[src/rtl/core/slbi_div_pipe.sv]
// Pipelined unsigned restoring divider, one quotient bit per stage.
// Standalone; carries a sideband word alongside the operands.
module slbi_div_pipe #(
	parameter int NUM_W = 49,
	parameter int DEN_W = 31,
	parameter int Q_W   = 18,
	parameter int SB_W  = 1
) (
	input  logic             clk,
	input  logic             arst_n,
	input  logic             en,
	input  logic             in_v,
	input  logic [NUM_W-1:0] num,
	input  logic [DEN_W-1:0] den,
	input  logic [SB_W-1:0]  sb_in,
	output logic             out_v,
	output logic [Q_W-1:0]   quo,
	output logic [SB_W-1:0]  sb_out
);

	// quotient must fit in Q_W bits: num < den << Q_W
	localparam int CW = (NUM_W > DEN_W + Q_W) ? NUM_W : DEN_W + Q_W;

	logic [CW-1:0]    rem_s [1:Q_W];
	logic [DEN_W-1:0] den_s [1:Q_W];
	logic [Q_W-1:0]   quo_s [1:Q_W];
	logic [SB_W-1:0]  sb_s  [1:Q_W];
	logic             v_s   [1:Q_W];

	genvar k;
	for (k = 0; k < Q_W; k++) begin : g_stage
		logic [CW-1:0]    cur_rem;
		logic [CW-1:0]    sh;
		logic [DEN_W-1:0] cur_den;
		logic [Q_W-1:0]   cur_quo;
		logic [SB_W-1:0]  cur_sb;
		logic             cur_v;
		logic             ge;

		if (k == 0) begin : g_head
			assign cur_rem = CW'(num);
			assign cur_den = den;
			assign cur_quo = '0;
			assign cur_sb  = sb_in;
			assign cur_v   = in_v;
		end else begin : g_body
			assign cur_rem = rem_s[k];
			assign cur_den = den_s[k];
			assign cur_quo = quo_s[k];
			assign cur_sb  = sb_s[k];
			assign cur_v   = v_s[k];
		end

		assign sh = CW'(cur_den) << (Q_W - 1 - k);
		assign ge = cur_rem >= sh;

		always_ff @(posedge clk or negedge arst_n) begin
			if (!arst_n) begin
				v_s[k+1] <= 1'b0;
			end else if (en) begin
				v_s[k+1] <= cur_v;
			end
		end

		always_ff @(posedge clk) begin
			if (en) begin
				rem_s[k+1] <= ge ? cur_rem - sh : cur_rem;
				den_s[k+1] <= cur_den;
				quo_s[k+1] <= {cur_quo[Q_W-2:0], ge};
				sb_s[k+1]  <= cur_sb;
			end
		end
	end

	assign out_v  = v_s[Q_W];
	assign quo    = quo_s[Q_W];
	assign sb_out = sb_s[Q_W];

endmodule

[config.mk]
export PLATFORM = sky130hd
export DESIGN_NAME = slbi_div_pipe
export DESIGN_NICKNAME = d
export VERILOG_FILES = /design/src/rtl/core/slbi_div_pipe.sv
export SDC_FILE = /design/constraint.sdc
export NUM_CORES = 2
export LEC_CHECK = 0
export ABC_CLOCK_PERIOD_IN_PS = 3300
export BUFFER_PORTS_ARGS = -buffer_cell sky130_fd_sc_hd__buf_2
export CORE_MARGIN = 2
export CORE_UTILIZATION = 50
export DETAILED_ROUTE_END_ITERATION = 8
export PLACE_DENSITY = 0.7
export SETUP_SLACK_MARGIN = 0.02
export SLEW_MARGIN = 10
export SYNTH_ARGS = -nofsm -noshare
export SYNTH_HDL_FRONTEND = slang
export SYNTH_SLANG_ARGS = --single-unit
[constraint.sdc]
create_clock -name clk -period 3.3 [get_ports clk]
set_clock_uncertainty 0.15 [all_clocks]
set_input_delay 0.165 -clock clk [delete_from_list [all_inputs] [get_ports clk]]
set_output_delay 0.165 -clock clk [all_outputs]
set_load 0.05 [all_outputs]
Yosys cells after proc, flatten, opt, wreduce, memory -nomap -nowiden
Memory sizes are Yosys's and may differ from the RTL's. Cells that the tools add are included.

Register bits after elaboration: 18. Latch bits: 0. Memory bits (writable): 1782. Memory bits (read-only): 0. Bits of input ports: 85. Output and inout port bits: 20. Word-level logic and storage cells: 78. Memories kept: 4.

Add/subtract/negate cells: 18. $mul: 0. Divide/modulo/power cells: 0. Magnitude comparators: 18. Eq/ne operators: 0. Shifts and indexed selects: 0. Multiplexer cells: 20. Bitwise operators: 0. Reductions and logical operators: 0.

Memory list: rem_s (words 18, width 49, read ports 17, clocked after memory_dff 0, wr ports 18, line 24) `logic [CW-1:0] rem_s [1:Q_W];`; den_s (words 18, width 31, read ports 17, clocked after memory_dff 0, wr ports 18, line 25) `logic [DEN_W-1:0] den_s [1:Q_W];`; quo_s (words 18, width 18, read ports 18, clocked after memory_dff 0, wr ports 18, line 26) `logic [Q_W-1:0] quo_s [1:Q_W];`; sb_s (words 18, width 1, read ports 18, clocked after memory_dff 0, wr ports 18, line 27) `logic [SB_W-1:0] sb_s [1:Q_W];`.

Operators by type and width (number): $mux 49 (18); $ge 49x31->1 (1); $ge 49x32->1 (1); $ge 49x33->1 (1); $ge 49x34->1 (1); $ge 49x35->1 (1); $ge 49x36->1 (1); $ge 49x37->1 (1); $ge 49x38->1 (1); $ge 49x39->1 (1); $ge 49x40->1 (1); $ge 49x41->1 (1); $ge 49x42->1 (1); $ge 49x43->1 (1); $ge 49x44->1 (1); $ge 49x45->1 (1); $ge 49x46->1 (1); $ge 49x47->1 (1); $ge 49x48->1 (1); $sub 49x31->49 (1); $sub 49x32->49 (1); $sub 49x33->49 (1); $sub 49x34->49 (1); $sub 49x35->49 (1); 14 further kinds (15).

Depth between registers and ports, before layout
An unclocked memory read counts as a cell.

Depth in word-level cells: 3. Depth in mapped cells: 16. Mapped depth without buffers: 15.

Worst setup path after synthesis
OpenSTA, ideal clock, no wires.

Kind: reg2reg. Start: register den_s[0][465] (netlist name). End: register rem_s[2][40] (netlist name). Library setup time: 0.271 ns. Arrival time: 3.124 ns. Required time: 2.879 ns. Slack: -0.244 ns. Cell stages (with the launch flop): 13. Path buffers: 0. Period minus slack after synthesis: 3.544 ns. Path through: edfxtp_1 ha_1 fa_1 and2b_1 o31a_1 o21ai_1 a2111oi_2 o31a_1 o21ai_1 o311ai_1 a2bb2oi_1 or4_1 o21ai_0.

==> impl_metrics.tcl <==
set metrics [dict create \
    drc_errors 3 \
    yosysUniqueCellTypes 107 \
    yosys_register_bits 1567 \
    period_needed_ns 3.91 \
    ys_async_sr_fraction 0.0115 \
    yosysTopAreaCellShare 0.532 \
    fmax_mhz 256 \
    gp_congestion 0.962 \
    insertion_delay_ns 0.83 \
    synthFlopType "edfxtp_1" \
    synth_top_family_by_area "compound AO/OA/AOI/OAI gates" \
    root_buffer "clkbuf_16" \
    dp.cells 11722 \
    grt_pass1_wl_um 392000 \
    synth_edf_count 1549 \
    drive_above_1_share 0.322 \
    cp.required_ns 3.77 \
    ioPinCount 105 \
    grt_use_met3 0.0390 \
    htreeDepth 4 \
    synth_compound_area_frac 0.152 \
    critPathKind "reg -> reg" \
    wire_per_inst_um 20.9 \
    dp_hpwl_um 176000 \
    detail-route-antenna-nets 0 \
    slew_headroom 0.366 \
    cts_max_path_buffers 3 \
    fin_cells 12543 \
    syn_avg_cell_area_um2 11.1 \
    synth-adder-area-share 0.0838 \
    power_density_mw_per_mm2 843 \
    worstPathCellList "ha_1 > nand4_1 > nor4_1 > nand4_1 > buf_4 > or4_4 > nand3_2 > a31oi_4 > buf_12 > bufbuf_16 > o21ai_0" \
    numPortBuffers 104 \
    synth-seq-area-share 0.537 \
    max_stage_delay_ns 0.60 \
    routed_wl_um 262000 \
    min_path_type "in -> reg" \
    antenna_found_initial 4 \
    fin_hold_ws_ns -0.0165 \
    cts_sinks 1567 \
    finalCritPeriodShare 1.18 \
    drv_slew 0 \
    grt_max_degree 174 \
    busiest_layer "met2" \
    rows 153 \
    synthXorXnorAreaFrac 0.0590 \
    synthMuxAreaShare 0.0135 \
    drt_iter0_markers 4845 \
    regToRegSetupSlack_ns -0.61 \
    cpMostUsedCell "nand4_1" \
    syn_nets 8544 \
    cp_max_fo 22 \
    dieHeight_um 422 \
    syn_to_final_growth_pct 36.9 \
    vias 71036 \
    grt_util_all_layers 0.280 \
    synth.yosys.warnings 0 \
    post-synth-top-count-cell "edfxtp_1" \
    synth_area_leaders "edfxtp_1, ha_1, a21oi_1" \
    cp_slowest_cell "nor4_1" \
    finalSetupViolCount 609 \
    grt_pass1_vias 72972 \
    dieArea_mm2 0.178 \
    synth_area_mm2 0.0874 \
    timing.final.ws_setup_ns -0.609 \
    viasPerCell 5.66 \
    end_kind "flop" \
    yosysTopAreaCell "edfxtp_1" \
    die_width_um 422 \
    final_hold_viol_count 2 \
    nets 10733 \
    violations "design-rule violations, negative hold slack, negative setup slack" \
    global_route.usage.met2 0.531 \
    start_util 0.503 \
    status "finished, violations left" \
    cts_made_buffers 171 \
    drv_cap 0 \
    clk_pin_slew_ns 0.06 \
    rsz0062_at_grt "true" \
    syn_inst 7884 \
    p_leak_nw 50.2 \
    ir_drop_mv 0.648 \
    met1_usage 0.282 \
    cp.arrival_ns 4.38 \
    crit_path_start_kind "flop" \
    dr.pass1.iters 8 \
    final.fill_count 11997 \
    tns_ns -147.80 \
    synthSimpleGateAreaFrac 0.113 \
    synthTopCellsByCount "edfxtp_1, inv_1, nand2_1, a21oi_1, ha_1" \
    fp.coreArea_mm2 0.174 \
    worst_pin_slew_ns 0.951 \
    cts_tree "yes" \
    overflow 0 \
]
power by group:
part / total (mW) / internal, mW / switching (mW)
sequential: 31.8 / 28.5 / 3.31
combinational: 49.3 / 24.2 / 25.1
clock: 19.8 / 11.4 / 8.32
total: 101 / 64.1 / 36.7
path summary, 6_finish.rpt:
check,from,endpoint,cells past startpoint
min reg2reg,quo_s[6][1],quo_s[7][2],0
min,den[2],rem_s[0][68],6
max in group asynchronous,arst_n,g_stage[4].cur_v,3
max reg2reg,rem_s[0][129],rem_s[0][164],11
max,rem_s[0][129],rem_s[0][164],11
min in group asynchronous,arst_n,g_stage[17].cur_v,3
critical path: cells and delay by family (launching register included):
| kind | cells | cell delay, ns |
|---|---|---|
| and+or+nand+nor | 5 | 1.58 |
| buffers and inverters | 3 | 0.67 |
| adders and majority gates | 1 | 0.49 |
| DFF | 1 | 0.41 |
| AOI/OAI and AO/OA | 2 | 0.38 |
layout by cell type (no fill, tap or decap), types with 38 or more instances in the layout:
cell type and instances:
a21o_1 343, a21oi_1 515, a21oi_2 63, a31oi_1 58, and3_1 45, buf_12 74, buf_2 103, buf_4 1754
buf_6 99, clkbuf_16 185, dlygate4sd3_1 139, edfxtp_1 1549, ha_1 488, ha_4 56, inv_1 683, mux2_2 61
mux2_4 39, nand2_1 523, nand2_2 62, nand2b_1 89, nand3_1 105, nand4_1 110, nor2_1 390, nor2_2 39
nor2_4 47, nor2b_1 68, nor3_1 103, nor4_1 59, o21a_1 76, o21ai_0 387, o21ai_1 74, o21ai_2 76
o21bai_1 64, or3_1 38, xnor2_1 317, xor2_1 260
cells by family (layout without fill, tap and decap cells):
logic type	Yosys count	in the layout
AO/OA/AOI/OAI	2100	2100
AND/OR/NAND/NOR	2012	2012
flip-flops	1567	1567
buffers and inverters	940	3269
XOR/XNOR	589	589
adder cells (fa/ha/maj)	575	575
multiplexers	101	101
other	0	5
state kept, by name (all words and copies together), names as in the netlist:
signal and count:
den_s 527, g_stage.cur_v 17, out_v 1, quo_s 171
rem_s 833, sb_s 18
per-layer routing:
| layer | vias up | wire, um |
|---|---|---|
| met5 | - | 43 |
| met4 | 6 | 20700 |
| met3 | 948 | 11800 |
| met2 | 2396 | 139000 |
| met1 | 34191 | 90200 |
| li1 | 33495 | - |
metrics by stage:
stage          utilization  total power, mW  setup slack [ns]  cell area, um^2
3_3_place_gp         0.592             72.6             -1.78           103000
4_1_cts              0.672             97.7            -0.498           117000
2_1_floorplan            -             56.5           -0.0488            87600
5_1_grt              0.688              106            -0.621           120000
6_report             0.688              101            -0.609           120000
3_5_place_dp         0.592             73.6            -0.759           103000
cell type report:
class | count | area (um^2) | area share
Antenna cell | 5 | 12.5 | 0.000105
Clock buffer | 204 | 4520 | 0.0378
Clock inverter | 109 | 1270 | 0.0107
Inverter | 718 | 2730 | 0.0228
Multi-Input combinational cell | 5377 | 42000 | 0.351
Sequential cell | 1567 | 47000 | 0.392
Tap cell | 2325 | 2910 | 0.0243
Timing Repair Buffer | 2237 | 19200 | 0.161
Timing Repair inverter | 1 | 16.3 | 0.000136
repair_timing:
action / 4_1_cts / 5_1_grt
setup endpoints to repair: 660 / 690
hold endpoints to repair: 530 / 4
pin swaps: 353 / 266
setup buffers: 208 / 144
cloned: 47 / 11
resized for setup: 936 / 452
hold buffers: 140 / 5
No activity file was read; power rests on OpenSTA's default activity.
