<file path="src/rtl/core/slbi_isqrt_pipe.sv">
// Pipelined integer square root, one root bit per stage.
// Standalone; input must stay below 2**(XW-2) for an exact floor root.
module slbi_isqrt_pipe #(
	parameter int XW   = 64,
	parameter int SB_W = 1
) (
	input  logic              clk,
	input  logic              arst_n,
	input  logic              en,
	input  logic              in_v,
	input  logic [XW-1:0]     x,
	input  logic [SB_W-1:0]   sb_in,
	output logic              out_v,
	output logic [XW/2-2:0]   root,
	output logic [SB_W-1:0]   sb_out
);

	localparam int STEPS = XW / 2 - 1;

	logic [XW-1:0]   x_s  [1:STEPS];
	logic [XW-1:0]   r_s  [1:STEPS];
	logic [SB_W-1:0] sb_s [1:STEPS];
	logic            v_s  [1:STEPS];

	genvar k;
	for (k = 0; k < STEPS; k++) begin : g_stage
		localparam logic [XW-1:0] B = {{(XW-1){1'b0}}, 1'b1} << (2 * (STEPS - 1 - k));
		logic [XW-1:0]   cur_x;
		logic [XW-1:0]   cur_r;
		logic [XW-1:0]   rb;
		logic [SB_W-1:0] cur_sb;
		logic            cur_v;
		logic            ge;

		if (k == 0) begin : g_head
			assign cur_x  = x;
			assign cur_r  = '0;
			assign cur_sb = sb_in;
			assign cur_v  = in_v;
		end else begin : g_body
			assign cur_x  = x_s[k];
			assign cur_r  = r_s[k];
			assign cur_sb = sb_s[k];
			assign cur_v  = v_s[k];
		end

		assign rb = cur_r + B;
		assign ge = cur_x >= rb;

		always_ff @(posedge clk or negedge arst_n) begin
			if (!arst_n) begin
				v_s[k+1] <= 1'b0;
			end else if (en) begin
				v_s[k+1] <= cur_v;
			end
		end

		always_ff @(posedge clk) begin
			if (en) begin
				x_s[k+1]  <= ge ? cur_x - rb : cur_x;
				r_s[k+1]  <= ge ? (cur_r >> 1) + B : cur_r >> 1;
				sb_s[k+1] <= cur_sb;
			end
		end
	end

	assign out_v  = v_s[STEPS];
	assign root   = r_s[STEPS][XW/2-2:0];
	assign sb_out = sb_s[STEPS];

endmodule

</file>
<file path="config.mk">
export PLATFORM = sky130hd
export DESIGN_NAME = slbi_isqrt_pipe
export DESIGN_NICKNAME = d
export VERILOG_FILES = /design/src/rtl/core/slbi_isqrt_pipe.sv
export SDC_FILE = /design/constraint.sdc
export NUM_CORES = 2
export LEC_CHECK = 0
export BUFFER_PORTS_ARGS = -buffer_cell sky130_fd_sc_hd__buf_2
export CORE_MARGIN = 3
export CORE_UTILIZATION = 30
export CTS_BUF_LIST = sky130_fd_sc_hd__clkbuf_4 sky130_fd_sc_hd__clkbuf_8
export DETAILED_ROUTE_END_ITERATION = 6
export GPL_ROUTABILITY_DRIVEN = 1
export PLACE_DENSITY_LB_ADDON = 0.3
export RECOVER_POWER = 100
export SLEW_MARGIN = 20
export SYNTH_ARGS = -nofsm -noshare
export SYNTH_HDL_FRONTEND = slang
export SYNTH_SLANG_ARGS = --single-unit
</file>
<file path="constraint.sdc">
create_clock -name clk -period 3.6 [get_ports clk]
set_input_delay 0.18 -clock clk [delete_from_list [all_inputs] [get_ports clk]]
set_output_delay 0.18 -clock clk [all_outputs]
set_load 0.05 [all_outputs]
</file>
[Yosys cells after proc, flatten, opt, wreduce, memory -nomap -nowiden]
Memories as Yosys holds them, arrays and structs flattened.
Cells that the tools add are included.
Storage, ports and cells
  bits of input ports: 69
  word-level logic and storage cells: 220
  memories kept: 3
  bits in writable memories: 3999
  register bits after elaboration: 31
Operators by class
  add/subtract/negate cells: 91
  multiplexer cells: 64
  $lt $le $gt $ge: 31
Memories
  r_s: words 31, bits a word 64, rd ports 31, clocked after memory_dff 0, write ports 31, RTL line 21  | logic [XW-1:0] r_s [1:STEPS];
  x_s: words 31, bits a word 64, rd ports 30, clocked after memory_dff 0, write ports 31, RTL line 20  | logic [XW-1:0] x_s [1:STEPS];
  sb_s: words 31, bits a word 1, rd ports 31, clocked after memory_dff 0, write ports 31, RTL line 22  | logic [SB_W-1:0] sb_s [1:STEPS];
Operator list (number)
  $mux 64: 61
  $ge 64x64->1: 30
  $sub 64x64->64: 30
  $add 63x1->64 const B: 1
  $add 63x11->64 const B: 1
  $add 63x13->64 const B: 1
  $add 63x15->64 const B: 1
  $add 63x17->64 const B: 1
  $add 63x19->64 const B: 1
  $add 63x21->64 const B: 1
  $add 63x23->64 const B: 1
  $add 63x25->64 const B: 1
  $add 63x27->64 const B: 1
  $add 63x29->64 const B: 1
  $add 63x3->64 const B: 1
  $add 63x31->64 const B: 1
  $add 63x33->64 const B: 1
  $add 63x35->64 const B: 1
  $add 63x37->64 const B: 1
  $add 63x39->64 const B: 1
  $add 63x41->64 const B: 1
  $add 63x43->64 const B: 1
  $add 63x45->64 const B: 1
  $add 63x47->64 const B: 1
  other kinds (43): 44

[Depth between registers and ports, before layout]
An unclocked memory read counts as a cell.
  word-level depth: 4
  gate-level depth with buffers: 14

[Worst setup path before layout]
Ideal clock, no wire load.
  path type: reg2reg
  from: register, netlist name x_s[2][114]
  to: register, netlist name x_s[2][188]
  required time: 3.324 ns
  buffers on the path: 2
  clock period less this slack: 3.550 ns
  stages on the path, launching flop included: 12
  setup slack: 0.050 ns
  arrival time: 3.274 ns
  cells stage by stage: edfxtp_1 -> or4_4 -> or3_1 -> or3_4 -> or3_1 -> or4_1 -> a211oi_2 -> buf_4 -> or2_2 -> buf_6 -> a2111oi_1 -> xor2_1

==> metrics.csv <==
stage,metric,value,unit
grt,All-Layer GR Usage,0.156,
power,sequential power share,0.462,
grt,M1 GR Usage,0.182,
floorplanning,die height,634,microns
floorplanning,initial core utilization,0.303,
grt,first-pass GRT wire length,485000,microns
power,Clock Power Share,0.308,
worst_setup_path,crit path kind,reg2reg,
floorplanning,I/O pin cnt,102,
grt,largest net degree at the start of global routing,161,
cts,CTS Root Cell,clkbuf_8,
finish,"Design Area, Final",143000,sq um
synthesis,most frequent cell after synthesis,edfxtp_1,
worst_setup_path,CP required,4.31,ns
worst_setup_path,CP arrival,4.30,ns
synthesis,largest cells by area after synthesis,"edfxtp_1 (62%), ha_1 (5.6%), xnor2_1 (3.6%)",
synthesis,number of synthesized flops with an enable pin,2447,
routing,DR WL/cell,19.8,microns
cts,Sink Count,2478,
worst_setup_path,crit-path max cell delay,0.49,ns
routing,number of remaining DRC errors,0,
grt,vias in the first global route,80700,
worst_setup_path,worst-path cell chain,ha_1 > a2111o_1 > o211ai_1 > a21oi_1 > buf_4 > o32ai_2 > buf_4 > a31o_1 > nand3_2 > nor4_1 > xor2_1,
sta,# setup viols final,0,
routing,final wirelength,322000,microns
synthesis,yosys synthesis warning count,0,
finish,Filler cells,37700,
grt,GRT overflow,0,
synthesis,Commonest cells post-synth,"edfxtp_1 (2,447), inv_1 (658), nor2_1 (653)",
flow_run,max-cap check violation count,12,
cts,CTS tree,built,
worst_setup_path,CP most frequent cell,buf_4,
synthesis,largest area contributor in the netlist,edfxtp_1,
outcome,failing checks,"capacitance limit, slew limit",
sta,relative slew slack,-0.447,
cts,Clock Path Buffers,4,
sta,RSZ-0062 raised after global routing,true,
routing,TritonRoute pass-1 iters,5,
synthesis,Syn Area/Cell,12.7,sq um
place,Port Buffers,101,
sta,Worst Skew,0.173,ns
grt,most used routing layer,met2,
routing,DRT iter0 DRCs,5143,
floorplanning,Die ar.,402000,sq um
grt,GR met2 Demand/Resource,0.285,
finish,Layout area overhead,21.1,%
place,Post-DP Area,131000,sq um
cts,TritonCTS Buffers,423,
cts,H-tree depth,5,
synthesis,syn nets,9938,
cts,Clock Pin Slew Worst Setup and Hold Paths,0.06,ns
power,Gate power share,0.230,
power,LEAKAGE,54.0,nW
worst_setup_path,CP Capture Type,register,
hold_path,Hold WC Path Type,reg2reg,
routing,Routed Antenna Nets,0,
routing,vias per inst,4.86,
synthesis,"Seq/Total Area, Yosys",0.628,
grt,initial antenna violation count,11,
power,sw power,26.0,mW
place,gpl congestion,0.928,
worst_setup_path,crit start category,register,
floorplanning,Core Area,391000,sq um
worst_setup_path,Crit Path Max Fanout,6,
synthesis,Cell variety after synth,90,
power,Worst IR Drop VDD,0.550,mV
power,PD cells,597,nW/um^2
power,switching share of total power,0.305,
sta,period utilisation layout,0.997,
synthesis,top_reg_cell synth,edfxtp_1,
sta,Final min period,3.59,ns
finish,share of layout cells above drive strength 1,0.175,
power,Final Power,85.4,mW
place,post-DP HPWL,244000,microns
synthesis,share of the synthesized area in the top cell type,0.621,
synthesis,cell area after synthesis,118000,sq um
worst_setup_path,CP max-delay cell,a2111o_1,
routing,via count,79200,
cts,Skew-Pair Late Insertion Delay,1.13,ns
grt,GRT met3 Usage,0.0236,
finish,Nets,11300,
sta,Hold Slack,0.285,ns
synthesis,"Async S/R FF share, synth",0.0125,
outcome,outcome,finished with violations,
floorplanning,die width,634,microns
power,Power Internal,59.4,mW
synthesis,Mapped Cells,9344,
sta,final hold vios,0,
synthesis,number of synthesized register bits,2478,
sta,Final Slew Violations,995,
sta,actual slew at the worst max-slew pin,2.17,ns
sta,Max Fclk,279,MHz
floorplanning,Rows,229,
critical path: cells and delay by family, from the launching register on:
family	cells	cell delay, ns
compound gates	5	1.43
simple gates	2	0.45
fa+ha+maj	1	0.42
flops	1	0.39
buf+inv	2	0.36
xor+xnor	1	0.13
flip-flops by register name, indices dropped and copies added, names as in the netlist:
name	flops
r_s	496
g_stage.cur_v	30
sb_s	31
out_v	1
x_s	1920
metal layers:
metal	routed length [microns]	up-vias
met5	13	-
met4	13300	2
met3	14000	683
met2	165000	1875
met1	129000	38600
li1	-	38000
power by group through the flow:
stage	Clock (mW)	Combinational (mW)	Sequential, mW
5_1_grt	28.6	21.6	39.8
3_5_place_dp	0	18.8	40.0
2_1_floorplan	0	11.8	38.5
6_report	26.3	19.6	39.5
4_1_cts	27.3	19.3	39.4
3_3_place_gp	0	18.6	40.0
logic make-up after synthesis:
kind of cell,Yosys count,share of synthesized area
fa+ha+maj,525,0.0555
xor+xnor,881,0.0652
buf+inv,850,0.0272
mux,131,0.0123
flops,2478,0.628
simple gates,2759,0.121
compound gates,1720,0.0913
per-stage QoR:
step | setup TNS, ns | cells | worst slack [ns] | util
after detailed placement | -45.71 | 15300 | -0.546 | 0.335
after CTS | -0.0926 | 16200 | -0.0479 | 0.364
after global placement | -51.21 | 15300 | -0.583 | 0.335
after global routing | -4.65 | 16300 | -0.119 | 0.366
after floorplan | 0 | 9344 | 0.0499 | -
final | 0 | 16300 | 0.0125 | 0.366
cell type report:
cell class | count | area, sq um | area share
Clock buffer | 535 | 6690 | 0.0467
Timing Repair Buffer | 1140 | 8600 | 0.0601
Antenna cell | 10 | 25.0 | 0.000175
Tap cell | 5197 | 6500 | 0.0454
Multi-Input combinational cell | 6018 | 42600 | 0.297
Inverter | 661 | 2480 | 0.0173
Clock inverter | 239 | 2090 | 0.0146
Sequential cell | 2478 | 74300 | 0.519
final timing paths:
check                           depth (start not counted)   startpoint  slack (ns)                end
max in group asynchronous                               5       arst_n        1.34  g_stage[19].cur_v
worst min-delay path                                    0   sb_s[1][5]        0.29         sb_s[1][6]
min in group asynchronous                               5       arst_n        1.24  g_stage[14].cur_v
worst min register to register                          0   sb_s[1][5]        0.29         sb_s[1][6]
worst max register to register                         11  x_s[3][143]        0.01        x_s[3][250]
worst max-delay path                                   11  x_s[3][143]        0.01        x_s[3][250]
what timing repair did:
item | 4_1_cts | 5_1_grt
setup endpoints to repair | 336 | 435
hold buffers | 144 | 0
pin swaps | 40 | 80
buffers inserted | 25 | 50
resized for setup | 131 | 242
hold endpoints to repair | 1187 | 0
gates cloned | 2 | 8
cells in the final DEF (no fill, tap or decap), types with 58 or more instances in the layout:
| cell | n |
|---|---|
| buf_4 | 699 |
| nand2b_1 | 95 |
| a21oi_1 | 560 |
| o21a_1 | 102 |
| a21o_1 | 218 |
| ha_1 | 503 |
| xor2_1 | 399 |
| nor4_1 | 296 |
| or3_1 | 98 |
| clkbuf_4 | 182 |
| clkbuf_8 | 428 |
| inv_1 | 653 |
| nand2_1 | 564 |
| nor2_1 | 643 |
| clkinv_2 | 63 |
| mux2_2 | 116 |
| nand3_1 | 170 |
| edfxtp_1 | 2447 |
| nand4_1 | 141 |
| xnor2_1 | 478 |
| dlygate4sd3_1 | 143 |
| clkinv_1 | 113 |
| nor3_1 | 226 |
| o21ai_0 | 347 |
| nor2b_1 | 58 |
| clkbuf_1 | 149 |
No activity file was read; power rests on OpenSTA's default activity.
